===== src/lvs_pkg.sv =====
// shared types and constants of the line voltage supervisor
`default_nettype none

package lvs_pkg;

   localparam int MAX_LINES = 3;

   typedef enum logic [1:0] {
      ACT_VOLTAGE = 2'd0,
      ACT_TEMP    = 2'd1,
      ACT_COMMAND = 2'd2,
      ACT_STATUS  = 2'd3
   } action_type;

   typedef enum logic [3:0] {
      CMD_LINE_ON  = 4'd0,
      CMD_LINE_OFF = 4'd1,
      CMD_ALL_ON   = 4'd2,
      CMD_ALL_OFF  = 4'd3,
      CMD_DEV1_ON  = 4'd4,
      CMD_DEV1_OFF = 4'd5,
      CMD_DEV2_ON  = 4'd6,
      CMD_DEV2_OFF = 4'd7,
      CMD_DEV2_AUTO = 4'd8
   } command_type;

   typedef enum logic [2:0] {
      REG_LINE1_LOW  = 3'd0,
      REG_LINE1_HIGH = 3'd1,
      REG_LINE2_LOW  = 3'd2,
      REG_LINE2_HIGH = 3'd3,
      REG_LINE3_LOW  = 3'd4,
      REG_LINE3_HIGH = 3'd5,
      REG_RESTART    = 3'd6,
      REG_OVERTEMP   = 3'd7
   } reg_index_type;

   localparam logic [9:0] LINE1_LOW_RST  = 10'd690;
   localparam logic [9:0] LINE1_HIGH_RST = 10'd935;
   localparam logic [9:0] LINE2_LOW_RST  = 10'd715;
   localparam logic [9:0] LINE2_HIGH_RST = 10'd970;
   localparam logic [9:0] LINE3_LOW_RST  = 10'd700;
   localparam logic [9:0] LINE3_HIGH_RST = 10'd950;
   localparam logic [7:0] RESTART_RST    = 8'd15;
   localparam logic signed [11:0] OVERTEMP_RST = 12'sd720;

   // fan hysteresis thresholds, sixteenths of a degree
   localparam logic signed [11:0] FAN_OFF_BELOW = 12'sd256;
   localparam logic signed [11:0] FAN_ON_ABOVE  = 12'sd480;

   localparam int CSR_DATA_WIDTH = 12;

   typedef struct packed {
      logic [1:0]         action;
      logic [1:0]         line;
      logic [9:0]         sample;
      logic signed [11:0] temperature;
      logic               reading_valid;
      logic [3:0]         command;
   } req_type;

   typedef struct packed {
      logic [2:0]  line_relays;
      logic [1:0]  device_relays;
      logic [2:0]  line_enables;
      logic [15:0] downtime_one;
      logic [15:0] downtime_two;
      logic [15:0] downtime_three;
      logic        overtemp_alarm;
      logic        reclosed;
   } rsp_type;

endpackage

`default_nettype wire


===== src/lvs_stream_if.sv =====
// valid/ready channel carrying one item of a given payload type
`default_nettype none

interface lvs_stream_if #(
   parameter type payload_type = logic
);
   logic        valid;
   logic        ready;
   payload_type payload;

   modport source (output valid, output payload, input ready);
   modport sink   (input valid, input payload, output ready);
endinterface

`default_nettype wire


===== src/line_voltage_supervisor_core.sv =====
// line voltage supervisor: window check, restart delay, fan and overtemperature control
//
// Items arrive on req_if (voltage sample, temperature sample, command or status read)
// and each one gives exactly one item on rsp_if with relay, enable and counter state.
// The user writes registers through csr_wr_en / csr_index / csr_wdata only while the
// block is idle; the block does not enforce this. An item is decided in the cycle it is
// accepted: the line state and the result register are both loaded at that clock edge,
// so the result shows on rsp_if in the cycle after acceptance. One item per cycle is
// taken as long as the result register is empty or being emptied in that same cycle;
// the compare and count logic of each line sits between the input port and that register.
// When the receiver stalls, the result is held and req_if.ready drops until it is
// taken; no item is lost or repeated.
// Reset (synchronous) opens all relays, enables and arms all lines, clears the
// counters, turns both device relays off and reloads the register defaults.
// NUM_LINES sets how many lines are supervised; DOWNTIME_WIDTH sets the width of
// the saturating reclose counters, of which the low 16 bits are reported.
`default_nettype none

module line_voltage_supervisor_core #(
   parameter int NUM_LINES      = 3,
   parameter int DOWNTIME_WIDTH = 16
) (
   input  wire logic                                clock,
   input  wire logic                                reset,
   lvs_stream_if.sink                               req_if,
   lvs_stream_if.source                             rsp_if,
   input  wire logic                                csr_wr_en,
   input  wire logic [2:0]                          csr_index,
   input  wire logic [lvs_pkg::CSR_DATA_WIDTH-1:0]  csr_wdata
);

   typedef enum logic [1:0] {
      DEV_OFF  = 2'd0,
      DEV_ON   = 2'd1,
      DEV_AUTO = 2'd2
   } dev_mode_type;

   localparam logic [2:0] LINE_LIMIT = 3'(NUM_LINES);
   localparam logic [DOWNTIME_WIDTH-1:0] DOWNTIME_MAX = '1;
   localparam logic [DOWNTIME_WIDTH-1:0] DOWNTIME_ONE = DOWNTIME_WIDTH'(1);

   // configuration
   logic [9:0]         low_ff  [lvs_pkg::MAX_LINES];
   logic [9:0]         high_ff [lvs_pkg::MAX_LINES];
   logic [7:0]         restart_ff;
   logic signed [11:0] overtemp_ff;

   // line state
   logic [NUM_LINES-1:0]      relay_ff, relay_in;
   logic [NUM_LINES-1:0]      enable_ff, enable_in;
   logic [NUM_LINES-1:0]      armed_ff, armed_in;
   logic [7:0]                good_ff [NUM_LINES];
   logic [7:0]                good_in [NUM_LINES];
   logic [DOWNTIME_WIDTH-1:0] downtime_ff [NUM_LINES];
   logic [DOWNTIME_WIDTH-1:0] downtime_in [NUM_LINES];

   // device state
   logic         dev1_relay_ff, dev1_relay_in;
   logic         dev2_relay_ff, dev2_relay_in;
   dev_mode_type dev2_mode_ff, dev2_mode_in;

   // result register
   logic             rsp_valid_ff, rsp_valid_in;
   lvs_pkg::rsp_type rsp_data_ff, rsp_data_in;

   lvs_pkg::req_type req;
   logic             accept;
   logic             line_ok;
   logic [7:0]       need;

   assign req            = req_if.payload;
   assign req_if.ready   = !rsp_valid_ff || rsp_if.ready;
   assign accept         = req_if.valid && req_if.ready;
   assign line_ok        = {1'b0, req.line} < LINE_LIMIT;
   assign need           = (restart_ff == 8'd0) ? 8'd1 : restart_ff;
   assign rsp_valid_in   = accept || (rsp_valid_ff && !rsp_if.ready);
   assign rsp_if.valid   = rsp_valid_ff;
   assign rsp_if.payload = rsp_data_ff;

   always_comb begin
      logic [7:0]  cnt;
      logic        hit;
      logic        bad;
      logic        any_en;
      logic        over;
      logic        alarm;
      logic        recl;
      logic [31:0] dt_wide;
      logic [15:0] dt_out [lvs_pkg::MAX_LINES];

      relay_in      = relay_ff;
      enable_in     = enable_ff;
      armed_in      = armed_ff;
      good_in       = good_ff;
      downtime_in   = downtime_ff;
      dev1_relay_in = dev1_relay_ff;
      dev2_relay_in = dev2_relay_ff;
      dev2_mode_in  = dev2_mode_ff;
      alarm         = 1'b0;
      recl          = 1'b0;
      any_en        = |enable_ff;
      over          = req.temperature > overtemp_ff;
      cnt           = 8'd0;
      hit           = 1'b0;
      bad           = 1'b0;
      dt_wide       = '0;

      unique case (req.action)
         lvs_pkg::ACT_VOLTAGE: begin
            for (int i = 0; i < NUM_LINES; i++) begin
               hit = req.line == 2'(i);
               bad = (req.sample < low_ff[i]) || (req.sample > high_ff[i]) || !enable_ff[i];
               cnt = good_ff[i] + 8'd1;
               if (hit) begin
                  if (bad) begin
                     relay_in[i] = 1'b0;
                     armed_in[i] = 1'b1;
                     good_in[i]  = 8'd0;
                  end else if (armed_ff[i]) begin
                     if (cnt >= need) begin
                        relay_in[i] = 1'b1;
                        armed_in[i] = 1'b0;
                        good_in[i]  = 8'd0;
                        recl        = 1'b1;
                        if (downtime_ff[i] != DOWNTIME_MAX) begin
                           downtime_in[i] = downtime_ff[i] + DOWNTIME_ONE;
                        end
                     end else begin
                        good_in[i] = cnt;
                     end
                  end
               end
            end
         end
         lvs_pkg::ACT_TEMP: begin
            if (req.reading_valid) begin
               if (dev2_mode_ff == DEV_AUTO) begin
                  if (req.temperature < lvs_pkg::FAN_OFF_BELOW) begin
                     dev2_relay_in = 1'b0;
                  end else if (req.temperature > lvs_pkg::FAN_ON_ABOVE) begin
                     dev2_relay_in = 1'b1;
                  end
               end
               if (over && any_en) begin
                  relay_in  = '0;
                  armed_in  = '1;
                  enable_in = '0;
                  for (int i = 0; i < NUM_LINES; i++) good_in[i] = 8'd0;
                  alarm = 1'b1;
               end
            end
         end
         lvs_pkg::ACT_COMMAND: begin
            case (req.command)
               lvs_pkg::CMD_LINE_ON: begin
                  for (int i = 0; i < NUM_LINES; i++) begin
                     if (req.line == 2'(i)) enable_in[i] = 1'b1;
                  end
               end
               lvs_pkg::CMD_LINE_OFF: begin
                  for (int i = 0; i < NUM_LINES; i++) begin
                     if (req.line == 2'(i)) begin
                        relay_in[i]  = 1'b0;
                        armed_in[i]  = 1'b1;
                        good_in[i]   = 8'd0;
                        enable_in[i] = 1'b0;
                     end
                  end
               end
               lvs_pkg::CMD_ALL_ON: enable_in = '1;
               lvs_pkg::CMD_ALL_OFF: begin
                  relay_in  = '0;
                  armed_in  = '1;
                  enable_in = '0;
                  for (int i = 0; i < NUM_LINES; i++) good_in[i] = 8'd0;
               end
               lvs_pkg::CMD_DEV1_ON:  dev1_relay_in = 1'b1;
               lvs_pkg::CMD_DEV1_OFF: dev1_relay_in = 1'b0;
               lvs_pkg::CMD_DEV2_ON: begin
                  dev2_mode_in  = DEV_ON;
                  dev2_relay_in = 1'b1;
               end
               lvs_pkg::CMD_DEV2_OFF: begin
                  dev2_mode_in  = DEV_OFF;
                  dev2_relay_in = 1'b0;
               end
               lvs_pkg::CMD_DEV2_AUTO: begin
                  dev2_mode_in  = DEV_AUTO;
                  dev2_relay_in = 1'b1;
               end
               default: ;
            endcase
         end
         lvs_pkg::ACT_STATUS: begin
            for (int i = 0; i < NUM_LINES; i++) downtime_in[i] = '0;
         end
         default: ;
      endcase

      // status read reports the counters as they were before clearing
      for (int i = 0; i < lvs_pkg::MAX_LINES; i++) dt_out[i] = 16'd0;
      for (int i = 0; i < NUM_LINES; i++) begin
         dt_wide   = (req.action == lvs_pkg::ACT_STATUS) ? 32'(downtime_ff[i])
                                                         : 32'(downtime_in[i]);
         dt_out[i] = dt_wide[15:0];
      end

      rsp_data_in                = '0;
      rsp_data_in.line_relays    = 3'(relay_in);
      rsp_data_in.line_enables   = 3'(enable_in);
      rsp_data_in.device_relays  = {dev2_relay_in, dev1_relay_in};
      rsp_data_in.downtime_one   = dt_out[0];
      rsp_data_in.downtime_two   = dt_out[1];
      rsp_data_in.downtime_three = dt_out[2];
      rsp_data_in.overtemp_alarm = alarm;
      rsp_data_in.reclosed       = recl && line_ok;
   end

   always_ff @(posedge clock) begin
      if (reset) begin
         low_ff[0]   <= lvs_pkg::LINE1_LOW_RST;
         high_ff[0]  <= lvs_pkg::LINE1_HIGH_RST;
         low_ff[1]   <= lvs_pkg::LINE2_LOW_RST;
         high_ff[1]  <= lvs_pkg::LINE2_HIGH_RST;
         low_ff[2]   <= lvs_pkg::LINE3_LOW_RST;
         high_ff[2]  <= lvs_pkg::LINE3_HIGH_RST;
         restart_ff  <= lvs_pkg::RESTART_RST;
         overtemp_ff <= lvs_pkg::OVERTEMP_RST;
      end else if (csr_wr_en) begin
         unique case (lvs_pkg::reg_index_type'(csr_index))
            lvs_pkg::REG_LINE1_LOW:  low_ff[0]   <= csr_wdata[9:0];
            lvs_pkg::REG_LINE1_HIGH: high_ff[0]  <= csr_wdata[9:0];
            lvs_pkg::REG_LINE2_LOW:  low_ff[1]   <= csr_wdata[9:0];
            lvs_pkg::REG_LINE2_HIGH: high_ff[1]  <= csr_wdata[9:0];
            lvs_pkg::REG_LINE3_LOW:  low_ff[2]   <= csr_wdata[9:0];
            lvs_pkg::REG_LINE3_HIGH: high_ff[2]  <= csr_wdata[9:0];
            lvs_pkg::REG_RESTART:    restart_ff  <= csr_wdata[7:0];
            lvs_pkg::REG_OVERTEMP:   overtemp_ff <= csr_wdata[11:0];
            default: ;
         endcase
      end
   end

   always_ff @(posedge clock) begin
      if (reset) begin
         relay_ff      <= '0;
         enable_ff     <= '1;
         armed_ff      <= '1;
         dev1_relay_ff <= 1'b0;
         dev2_relay_ff <= 1'b0;
         dev2_mode_ff  <= DEV_OFF;
         rsp_valid_ff  <= 1'b0;
         for (int i = 0; i < NUM_LINES; i++) begin
            good_ff[i]     <= 8'd0;
            downtime_ff[i] <= '0;
         end
      end else begin
         rsp_valid_ff <= rsp_valid_in;
         if (accept) begin
            relay_ff      <= relay_in;
            enable_ff     <= enable_in;
            armed_ff      <= armed_in;
            dev1_relay_ff <= dev1_relay_in;
            dev2_relay_ff <= dev2_relay_in;
            dev2_mode_ff  <= dev2_mode_in;
            good_ff       <= good_in;
            downtime_ff   <= downtime_in;
         end
      end
   end

   always_ff @(posedge clock) begin
      if (accept) begin
         rsp_data_ff <= rsp_data_in;
      end
   end

endmodule

`default_nettype wire


===== src/flat_wrapper.sv =====
// flat-port wrapper written by rule: the top's interface ports become plain ports
module line_voltage_supervisor_core_flat 
#(
   parameter int NUM_LINES      = 3,
   parameter int DOWNTIME_WIDTH = 16
)
  (clock, reset, csr_wr_en, csr_index, csr_wdata, req_if_valid, req_if_payload, req_if_ready, rsp_if_valid, rsp_if_payload, rsp_if_ready);
  lvs_stream_if #(.payload_type(lvs_pkg::req_type)) req_if_i ();
  lvs_stream_if #(.payload_type(lvs_pkg::rsp_type)) rsp_if_i ();
  input  wire logic clock;
  input  wire logic reset;
  input  wire logic csr_wr_en;
  input  wire logic [2:0] csr_index;
  input  wire logic [lvs_pkg::CSR_DATA_WIDTH-1:0] csr_wdata;
  input wire logic [$bits(req_if_i.valid)-1:0] req_if_valid;
  input wire logic [$bits(req_if_i.payload)-1:0] req_if_payload;
  output wire logic [$bits(req_if_i.ready)-1:0] req_if_ready;
  output wire logic [$bits(rsp_if_i.valid)-1:0] rsp_if_valid;
  output wire logic [$bits(rsp_if_i.payload)-1:0] rsp_if_payload;
  input wire logic [$bits(rsp_if_i.ready)-1:0] rsp_if_ready;
  assign req_if_i.valid = req_if_valid;
  assign req_if_i.payload = req_if_payload;
  assign req_if_ready = req_if_i.ready;
  assign rsp_if_valid = rsp_if_i.valid;
  assign rsp_if_payload = rsp_if_i.payload;
  assign rsp_if_i.ready = rsp_if_ready;
  line_voltage_supervisor_core #(.NUM_LINES(NUM_LINES), .DOWNTIME_WIDTH(DOWNTIME_WIDTH)) u_core (.clock(clock), .reset(reset), .req_if(req_if_i), .rsp_if(rsp_if_i), .csr_wr_en(csr_wr_en), .csr_index(csr_index), .csr_wdata(csr_wdata));
endmodule

===== config.mk =====
export PLATFORM = sky130hd
export DESIGN_NAME = line_voltage_supervisor_core_flat
export DESIGN_NICKNAME = d
export VERILOG_FILES = /design/src/lvs_pkg.sv /design/src/lvs_stream_if.sv /design/src/line_voltage_supervisor_core.sv /design/src/flat_wrapper.sv
export SDC_FILE = /design/constraint.sdc
export NUM_CORES = 1
export LEC_CHECK = 0
export ABC_AREA = 1
export ABC_CLOCK_PERIOD_IN_PS = 9900
export BUFFER_PORTS_ARGS = -buffer_cell sky130_fd_sc_hd__buf_2
export CAP_MARGIN = 20
export CORE_MARGIN = 4
export CORE_UTILIZATION = 60
export CTS_BUF_LIST = sky130_fd_sc_hd__clkbuf_16
export CTS_CLUSTER_SIZE = 8
export DETAILED_ROUTE_END_ITERATION = 6
export MAX_ROUTING_LAYER = met4
export PLACE_DENSITY = 0.81
export SLEW_MARGIN = 20
export SYNTH_ARGS = -nofsm -noshare
export SYNTH_HDL_FRONTEND = slang
export SYNTH_SLANG_ARGS = --single-unit

===== constraint.sdc =====
create_clock -name clock -period 9.9 [get_ports clock]
set_clock_uncertainty 0.15 [all_clocks]
set_input_delay 0.99 -clock clock [delete_from_list [all_inputs] [get_ports clock]]
set_output_delay 0.99 -clock clock [all_outputs]
set_load 0.005 [all_outputs]

# Yosys cells after proc, flatten, opt, wreduce, memory -nomap -nowiden
# Memory sizes are Yosys's and may differ from the RTL's.
# Index checks and enable logic that the tools add are counted.
# word_totals
reg_bits	164
ramBits	60
input_bits	51
output_inout_bits	60
word_cells	266
n_memories	2
# classes
addsub	6
n_lt_le_gt_ge	13
eq_ne	36
mux	142
n_bitwise	6
reduce_logical	36
# memory_table
memory	depth	word_bits	rd	rd_clocked_by_memory_dff	write_ports	line	source
u_core.high_ff	3	10	3	0	3	line_voltage_supervisor_core.sv:44	logic [9:0] high_ff [lvs_pkg::MAX_LINES];
u_core.low_ff	3	10	3	0	3	line_voltage_supervisor_core.sv:43	logic [9:0] low_ff [lvs_pkg::MAX_LINES];
# op_table
operator	count
two-way mux 16 bit	18
two-way mux 8 bit	16
one-hot mux 48 bit (2 select lines)	1
two-way mux 1 bit	81
one-hot mux 24 bit (3 select lines)	1
two-way mux 10 bit	6
adder 16 x 1 -> 16 bit (second input constant)	3
two-way mux 24 bit	2
!= test 16 bit (second input constant)	3
one-hot mux 24 bit (2 select lines)	1
greater-than comparator 10 bit	3
< comparator 10 bit	3
adder 8 x 1 -> 8 bit (second input constant)	3
greater-or-equal comparator 8 bit	3
AND reduction 8 bit	3
AND reduction 7 bit	3
two-way mux 3 bit	6
one-hot mux 3 bit (2 select lines)	3
one-hot mux 3 bit (3 select lines)	2
== test 4 x 3 -> 1 bit (second input constant)	4
== test 3 bit (second input constant)	4
greater-than comparator 12 x 10 -> 1 bit (second input constant)	1
greater-than comparator 12 bit	1
< comparator 12 x 10 -> 1 bit (second input constant)	1
28 further kinds	67

# Logic depth before layout (Yosys ltp)
# Gate-level depths: netlist (run 1).
# depth
depth_word	17
mapped_depth	20
depth_no_buf	19

# Least setup slack after synthesis (run 1)
# No wires, ideal clock.
# synth_timing
kind	input port to flip-flop
start	input port rsp_if_ready
end	register u_core.rsp_data_ff (netlist bit u_core.rsp_if.payload[0]), enable pin
setup_time_ns	0.446
arrival_time_ns	3.367
t_required_ns	9.304
slack_ns	5.938
stages	6
n_path_buf	2
cell_sequence	inv_1 nand2_1 nand2_1 inv_1 clkbuf_1 buf_1
# synth_via
elab_chain_cells	2
# synth_rtl
element	line	source
from (decl)	flat_wrapper.sv:20	input wire logic [$bits(rsp_if_i.ready)-1:0] rsp_if_ready;
logical OR 1 bit	line_voltage_supervisor_core.sv:72	assign req_if.ready = !rsp_valid_ff || rsp_if.ready;
via req_if_ready	flat_wrapper.sv:17	output wire logic [$bits(req_if_i.ready)-1:0] req_if_ready;
logical AND 1 bit	line_voltage_supervisor_core.sv:73	assign accept = req_if.valid && req_if.ready;
via u_core.accept	line_voltage_supervisor_core.sv:67	logic accept;
to (signal assigned)	line_voltage_supervisor_core.sv:274	rsp_data_ff <= rsp_data_in;
to (decl)	line_voltage_supervisor_core.sv:64	lvs_pkg::rsp_type rsp_data_ff, rsp_data_in;
# The timed path passes the listed nets, and every way through them passes these cells.
# A chain may end at the register's enable or synchronous reset.

==> impl_results.md, run 1 <==
* Status: completed
* Vias at 12.33k
* Post-synth top area cell: edfxtp_1
* Die area at 0.02538 sq mm
* Metal-1 WL at 13840 um
* Adder-Cell Fraction of Synth Area at 9.107%
* Mean post-synth cell area at 7.504 sq um
* Sequential area share after synthesis at 41.23%
* DP Wirelength at 23470 um
* Area contributors post-synth: edfxtp_1 26%, dfxtp_1 15%, nand2_1 12%, ha_1 9.1%, inv_1 8.2%
* Number of top-level pins at 111
* Port bufs at 110
* FF+latch count, synth at 224
* Count of final setup violators at 0
* DR iter-0 viols at 1064
* Die X at 159.3 um
* Worst path bufs/invs at 3
* Delay-heaviest family, CP: simple AND/OR/NAND/NOR gates
* Vias in the first global route at 11.74k
* RSZ-0062 raised after global routing: no
* Drt pass-1 iters at 6
* Hold bufs inserted after CTS at 0
* WL/cell at 14.90 um
* Worst-path fanout max at 23
* Post-Synth XOR/XNOR Area at 1.020%
* Uppermost layer routed: met4
* Die height at 159.3 um
* Fin crit share at 36.27%
* Clock sink count at 224
* Fraction of layout cells with a size suffix above 1 at 10.59%
* Nets at 2075
* Most frequent cells in the layout: 440 x nand2_1, 319 x inv_1, 135 x nor2_1
* First-pass GRT wire length at 55500 um
* Worst Hold Class: reg -> reg
* DRC viols at 0
* Critical path class: reg -> reg
* Core Rows at 55
* Synth Area in Compound Gates at 12.20%
* Tmin final at 3591 ps
* GPL Wtd Cong at 0.9460
* Post-CTS Setup Bufs at 0
* Largest net degree at the start of global routing at 87
* CTS Buf Count at 31
* Clock transition at path regs at 50 ps
* Initial Utilization at 60.87%
* Layout fillers at 1867
* Fin. max-slew vios at 0
* Grt ovf at 0
* Unique masters post-synth at 52
* Critical-path cell list: inv_1 > nor3_1 > nand3_1 > nor3_1 > xor2_1 > inv_1 > ha_1 > inv_1 > nor3_1 > nand2_2 > nand2_2 > nand2_2 > nor2_4 > nand4_1 > nand3_2 > o21ai_1
* Worst slew pin tran at 904.6 ps
* Via density at 5.516
* CP startpoint kind: register
* Post-synthesis mux area share at 0%
* P_leak at 7.521 nW
* Critical Path RT at 9990 ps
* Area growth syn-to-layout at 11.54%
* Pwr dens at 157.5 mW/mm^2
* CTS-repair resized insts at 0
* CTS Root Cell: clkbuf_16
* Most common cell after layout, fill and taps aside: nand2_1
* Clk buf depth at 3
* CTS tree: yes
* Critical Path Slowest Stage Cell: nor2_4
* Gate Count Post-Synth at 1831
* Final setup TNS at 0 ps
* Peak VDD IR at 0.1190 mV
* Initial antenna violation count at 6
* Routed Antenna Nets at 0
* Max-Cap Viols at 0
* Synthesized area at 0.01374 sq mm
* Top cell type's share of synthesized area at 25.79%
* Final Hold Fails at 0
* Worst setup EP type: register
* Synthesis warning total at 0
* Largest family of logic cells by synthesized area: simple AND/OR/NAND/NOR gates
* Worst slew margin at 39.41%
* Worst skew pair latency at 550 ps
* GRT Util Overall at 26.57%
* Setup slack at placement at 6271 ps
* Drt total wl at 33300 um
* Met2 wire len at 16180 um
* Pwr Total at 0.002414 W
* Core area at 0.02257 sq mm
* Crit path DAT at 3690 ps
* H-tree depth at 1
* Simple-gate portion of the synthesized area at 26.09%
* Met3 wire length at 2304 um
* Maximum achievable frequency at 278.5 MHz
* Post-Syn Nets at 1982
* Final WS setup at 6309 ps
* Slowest stage delay, CP at 440 ps
[power breakdown]
part	switching [W]	leakage, nW	internal (W)
clock	0.000380	0.504	0.000555
sequential	0.0000440	2.04	0.00105
combinational	0.000254	4.97	0.000129
[sequential cells by signal, indices dropped and copies added, names as in the netlist]
name and cells:
u_core.dev1_relay_ff 1, u_core.downtime_ff 48, u_core.armed_ff 3, u_core.rsp_if.valid 1, u_core.restart_ff 8, u_core.relay_ff 3, u_core.low_ff 30, u_core.rsp_if.payload 58
u_core.dev2_relay_ff 1, u_core.good_ff 24, u_core.dev2_mode_ff 2, u_core.high_ff 30, u_core.enable_ff 3, u_core.overtemp_ff 12
[Yosys cell counts, drive strengths merged]
| cell | n |
|---|---|
| a31oi | 7 |
| o211ai | 8 |
| a211oi | 1 |
| a41o | 1 |
| a21oi | 132 |
| o21bai | 5 |
| edfxtp | 118 |
| a21boi | 4 |
| nor3 | 31 |
| ha | 100 |
| a22oi | 2 |
| o221ai | 1 |
| dfxtp | 106 |
| a21o | 8 |
| and2 | 1 |
| xor2 | 14 |
| buf | 17 |
| clkbuf | 41 |
| o31a | 1 |
| nor2 | 144 |
| a41oi | 1 |
| nand2 | 457 |
| nor4 | 3 |
| nand4 | 31 |
| inv | 306 |
| nand3 | 141 |
| or2 | 1 |
| nand3b | 8 |
| xnor2 | 2 |
| o31ai | 2 |
| o22ai | 2 |
| clkinv | 1 |
| o21a | 2 |
| o21ai | 132 |
[routing by layer]
metal	vias up	global-route usage, %
met1	5649	33.13
met3	78	3.676
met5	-	-
li1	6197	-
met2	405	44.69
met4	0	9.231
[metrics by stage]
step / area (sq um) / instances / hold WS (ps) / utilization, %
2_1_floorplan: 13740 / 1831 / 278.9 / -
4_1_cts: 15310 / 2230 / 305.7 / 67.83
3_5_place_dp: 14440 / 2176 / 292.7 / 63.99
3_3_place_gp: 14440 / 2175 / 287.1 / 63.95
6_report: 15320 / 2235 / 306.5 / 67.89
5_1_grt: 15320 / 2235 / 356.4 / 67.89
[worst min-delay path, cell delays in order, from the launching register on]
cell	delay, ps
dfxtp_1	320
nand2_1	50
nand3_1	50
[path summary, 6_finish.rpt]
kind | slack, ps | cells past startpoint | start | end
worst min-delay path | 310 | 2 | u_core.armed_ff[1] | u_core.armed_ff[1]
worst max-delay path | 6310 | 16 | u_core.good_ff[0] | u_core.rsp_if.payload[13]
worst min register to register | 310 | 2 | u_core.armed_ff[1] | u_core.armed_ff[1]
worst max register to register | 6310 | 16 | u_core.good_ff[0] | u_core.rsp_if.payload[13]
[final cells by class]
type                            count  area, sq um  share of cell area [%]
Tap cell                          285        356.6                   2.327
Multi-Input combinational cell   1242         6658                   43.44
Sequential cell                   224         5665                   36.97
Inverter                          307         1155                   7.536
Clock buffer                       31        775.7                   5.062
Antenna cell                        5        12.51                 0.08165
Timing Repair Buffer              118        610.6                   3.984
Clock inverter                     23        91.34                  0.5960
[logic make-up (layout without fill, tap and decap cells)]
group                    count (synthesis)  after routing
XOR/XNOR                                16             16
AND/OR/NAND/NOR                        817            817
AO/OA/AOI/OAI                          309            309
other                                    0              5
buffers and inverters                  365            479
flip-flops                             224            224
adder cells (fa/ha/maj)                100            100
(Power assumes the default switching activity.)
==> inputs of run 2 (changes only) <==
- ABC_CLOCK_PERIOD_IN_PS: 9900 -> 2970
- CORE_UTILIZATION: 60 -> 55
- PLACE_DENSITY: 0.81 -> 0.78
- clock period: 9.9 -> 2.97 ns (I/O delays scaled with it)
==> impl_results.md, run 2 (same netlist as run 1, synthesis figures left out) <==
* DR iter-0 viols at 1021
* Fin. max-slew vios at 0
* Switching pwr at 0.002382 W
* Drt pass-1 iters at 5
* Tmin final at 3086 ps
* Clk buf depth at 3
* DRC viols at 0
* GR Util met1 at 31.02%
* Critical path class: reg -> reg
* Seq pwr share at 44.0%
* Final setup TNS at -726.1 ps
* Worst slew pin tran at 832.1 ps
* Critical Path Most Common Cell: nor3_4
* Die area at 0.02757 sq mm
* GPL Wtd Cong at 0.9271
* Clock share of power at 37.4%
* Maximum achievable frequency at 324.0 MHz
* Fraction of layout cells with a size suffix above 1 at 19.67%
* Area growth syn-to-layout at 23.49%
* Clock transition at path regs at 50 ps
* Nets at 2169
* Initial antenna violation count at 2
* Grt met3 use at 3.190%
* Layout fillers at 1851
* Vias at 12.90k
* Number of top-level pins at 111
* Worst path bufs/invs at 4
* Clock sink count at 224
* Fin crit share at 103.9%
* Worst skew pair latency at 550 ps
* Combinational power share at 18.7%
* GRT Util Overall at 25.22%
* Initial Utilization at 56.17%
* Internal power at 0.005948 W
* Final WS setup at -116.4 ps
* Final Hold Fails at 0
* Slowest stage delay, CP at 350 ps
* Most used routing layer: met2
* WL/cell at 15.40 um
* CTS tree: yes
* Most common cell after layout, fill and taps aside: nand2_1
* Met2 usage at 43.95%
* Die height at 166.1 um
* Core Rows at 57
* Fin util at 69.36%
* Via density at 5.455
* P_leak at 8.160 nW
* Pwr dens at 491.0 mW/mm^2
* CTS Root Cell: clkbuf_16
* Max-Cap Viols at 0
* CP startpoint kind: register
* Drt total wl at 36430 um
* Critical-path cell list: inv_2 > nor3_4 > nand3_2 > nor3_2 > xor2_1 > inv_1 > ha_4 > inv_2 > nor3_4 > nor3_4 > nand2_2 > nand2_2 > nor2_4 > buf_12 > nand2_4 > o21ai_2 > nand3_2 > o21ai_2
* Most frequent cells in the layout: 422 x nand2_1, 306 x inv_1, 135 x nor2_1
* Worst-path fanout max at 7
* Crit path DAT at 3340 ps
* Vias in the first global route at 12.27k
* H-tree depth at 1
* DP Wirelength at 24790 um
* Status: finished with violations
* Critical Path Slowest Stage Cell: dfxtp_2
* Core area at 0.02446 sq mm
* Port bufs at 110
* Worst Hold Class: in -> reg
* Largest register FFs at 58
* Sw frac at 28.59%
* Failing checks: negative setup slack
* Peak VDD IR at 0.4355 mV
* Count of final setup violators at 25
* Worst setup EP type: register
* First-pass GRT wire length at 57750 um
* Delay-heaviest family, CP: simple AND/OR/NAND/NOR gates
* Routed Antenna Nets at 0
* Critical Path RT at 3220 ps
* RSZ-0062 raised after global routing: yes
* Die X at 166.1 um
* CTS Buf Count at 31
* Worst slew margin at 44.32%
* Grt ovf at 0
* Largest net degree at the start of global routing at 80
run 2: cell count changes in the layout (fill, tap and decap cells not counted), moves of 12 or more:
cell           previous run  this run
inv_1                   319       306
nand2_2                  16        29
nand3_1                 134       104
nand2_1                 440       422
dlygate4sd3_1             0        16
inv_2                     8        20
buf_4                     8        66
nand3_2                   7        26
a21oi_1                 129       117
run 2: worst reg2reg max path: cells and delay by family (launching register included):
| kind | cells | cell delay, ps |
|---|---|---|
| DFF | 1 | 350 |
| adders and majority gates | 1 | 290 |
| buffers and inverters | 4 | 390 |
| and+or+nand+nor | 10 | 1250 |
| xor gates and xnor gates | 1 | 180 |
| AOI/OAI and AO/OA | 2 | 340 |
run 2: metal layers:
layer	wire [um]	part of all wire, %
met5	0	0
met4	940	2.6
met3	2123	5.8
met2	18250	50
met1	15110	41
run 2: timing repair:
action                                  CTS  global route
hold buffers                             16             0
pin swaps                                 5            62
buffers inserted                          5            24
cloned                                    0             6
endpoints found under the hold margin    19             0
gates resized for setup                  11           161
endpoints found under the setup margin   30           110
run 2: final timing paths:
kind / from / end / slack [ps] / cells past startpoint
max reg2reg: u_core.good_ff[1] / u_core.rsp_if.payload[10] / -120 / 18
max: u_core.good_ff[1] / u_core.rsp_if.payload[10] / -120 / 18
min reg2reg: u_core.armed_ff[1] / u_core.armed_ff[1] / 310 / 2
min: req_if_payload[1] / u_core.rsp_if.payload[53] / 70 / 3
run 2: final cells by class:
class | instances | area [sq um] | share of cell area [%]
Timing Repair Buffer | 212 | 1515 | 8.931
Inverter | 307 | 1157 | 6.822
Antenna cell | 2 | 5.005 | 0.02950
Clock buffer | 31 | 775.7 | 4.572
Multi-Input combinational cell | 1242 | 7331 | 43.21
Clock inverter | 23 | 91.34 | 0.5383
Tap cell | 324 | 405.4 | 2.389
Sequential cell | 224 | 5685 | 33.51
run 2: power by group through the flow:
stage,logic [W],registers (W),clock network [W]
2_1_floorplan,0.000888,0.00368,0
3_3_place_gp,0.00129,0.00370,0
3_5_place_dp,0.00134,0.00371,0
4_1_cts,0.00138,0.00365,0.00316
5_1_grt,0.00174,0.00369,0.00331
6_report,0.00155,0.00366,0.00311
run 2: metrics by stage:
step | hold slack (ps) | worst slack, ps | cell area (sq um) | power, W | std cells
3_5_place_dp | 298.5 | -126.5 | 14880 | 0.005042 | 2260
2_1_floorplan | 273.2 | 57.06 | 13760 | 0.004565 | 1831
3_3_place_gp | 290.1 | 3.654 | 14880 | 0.004981 | 2260
6_report | 69.18 | -116.4 | 16970 | 0.008330 | 2365
5_1_grt | 80.48 | -252.0 | 16970 | 0.008731 | 2365
4_1_cts | 23.22 | 0.4707 | 16010 | 0.008187 | 2335
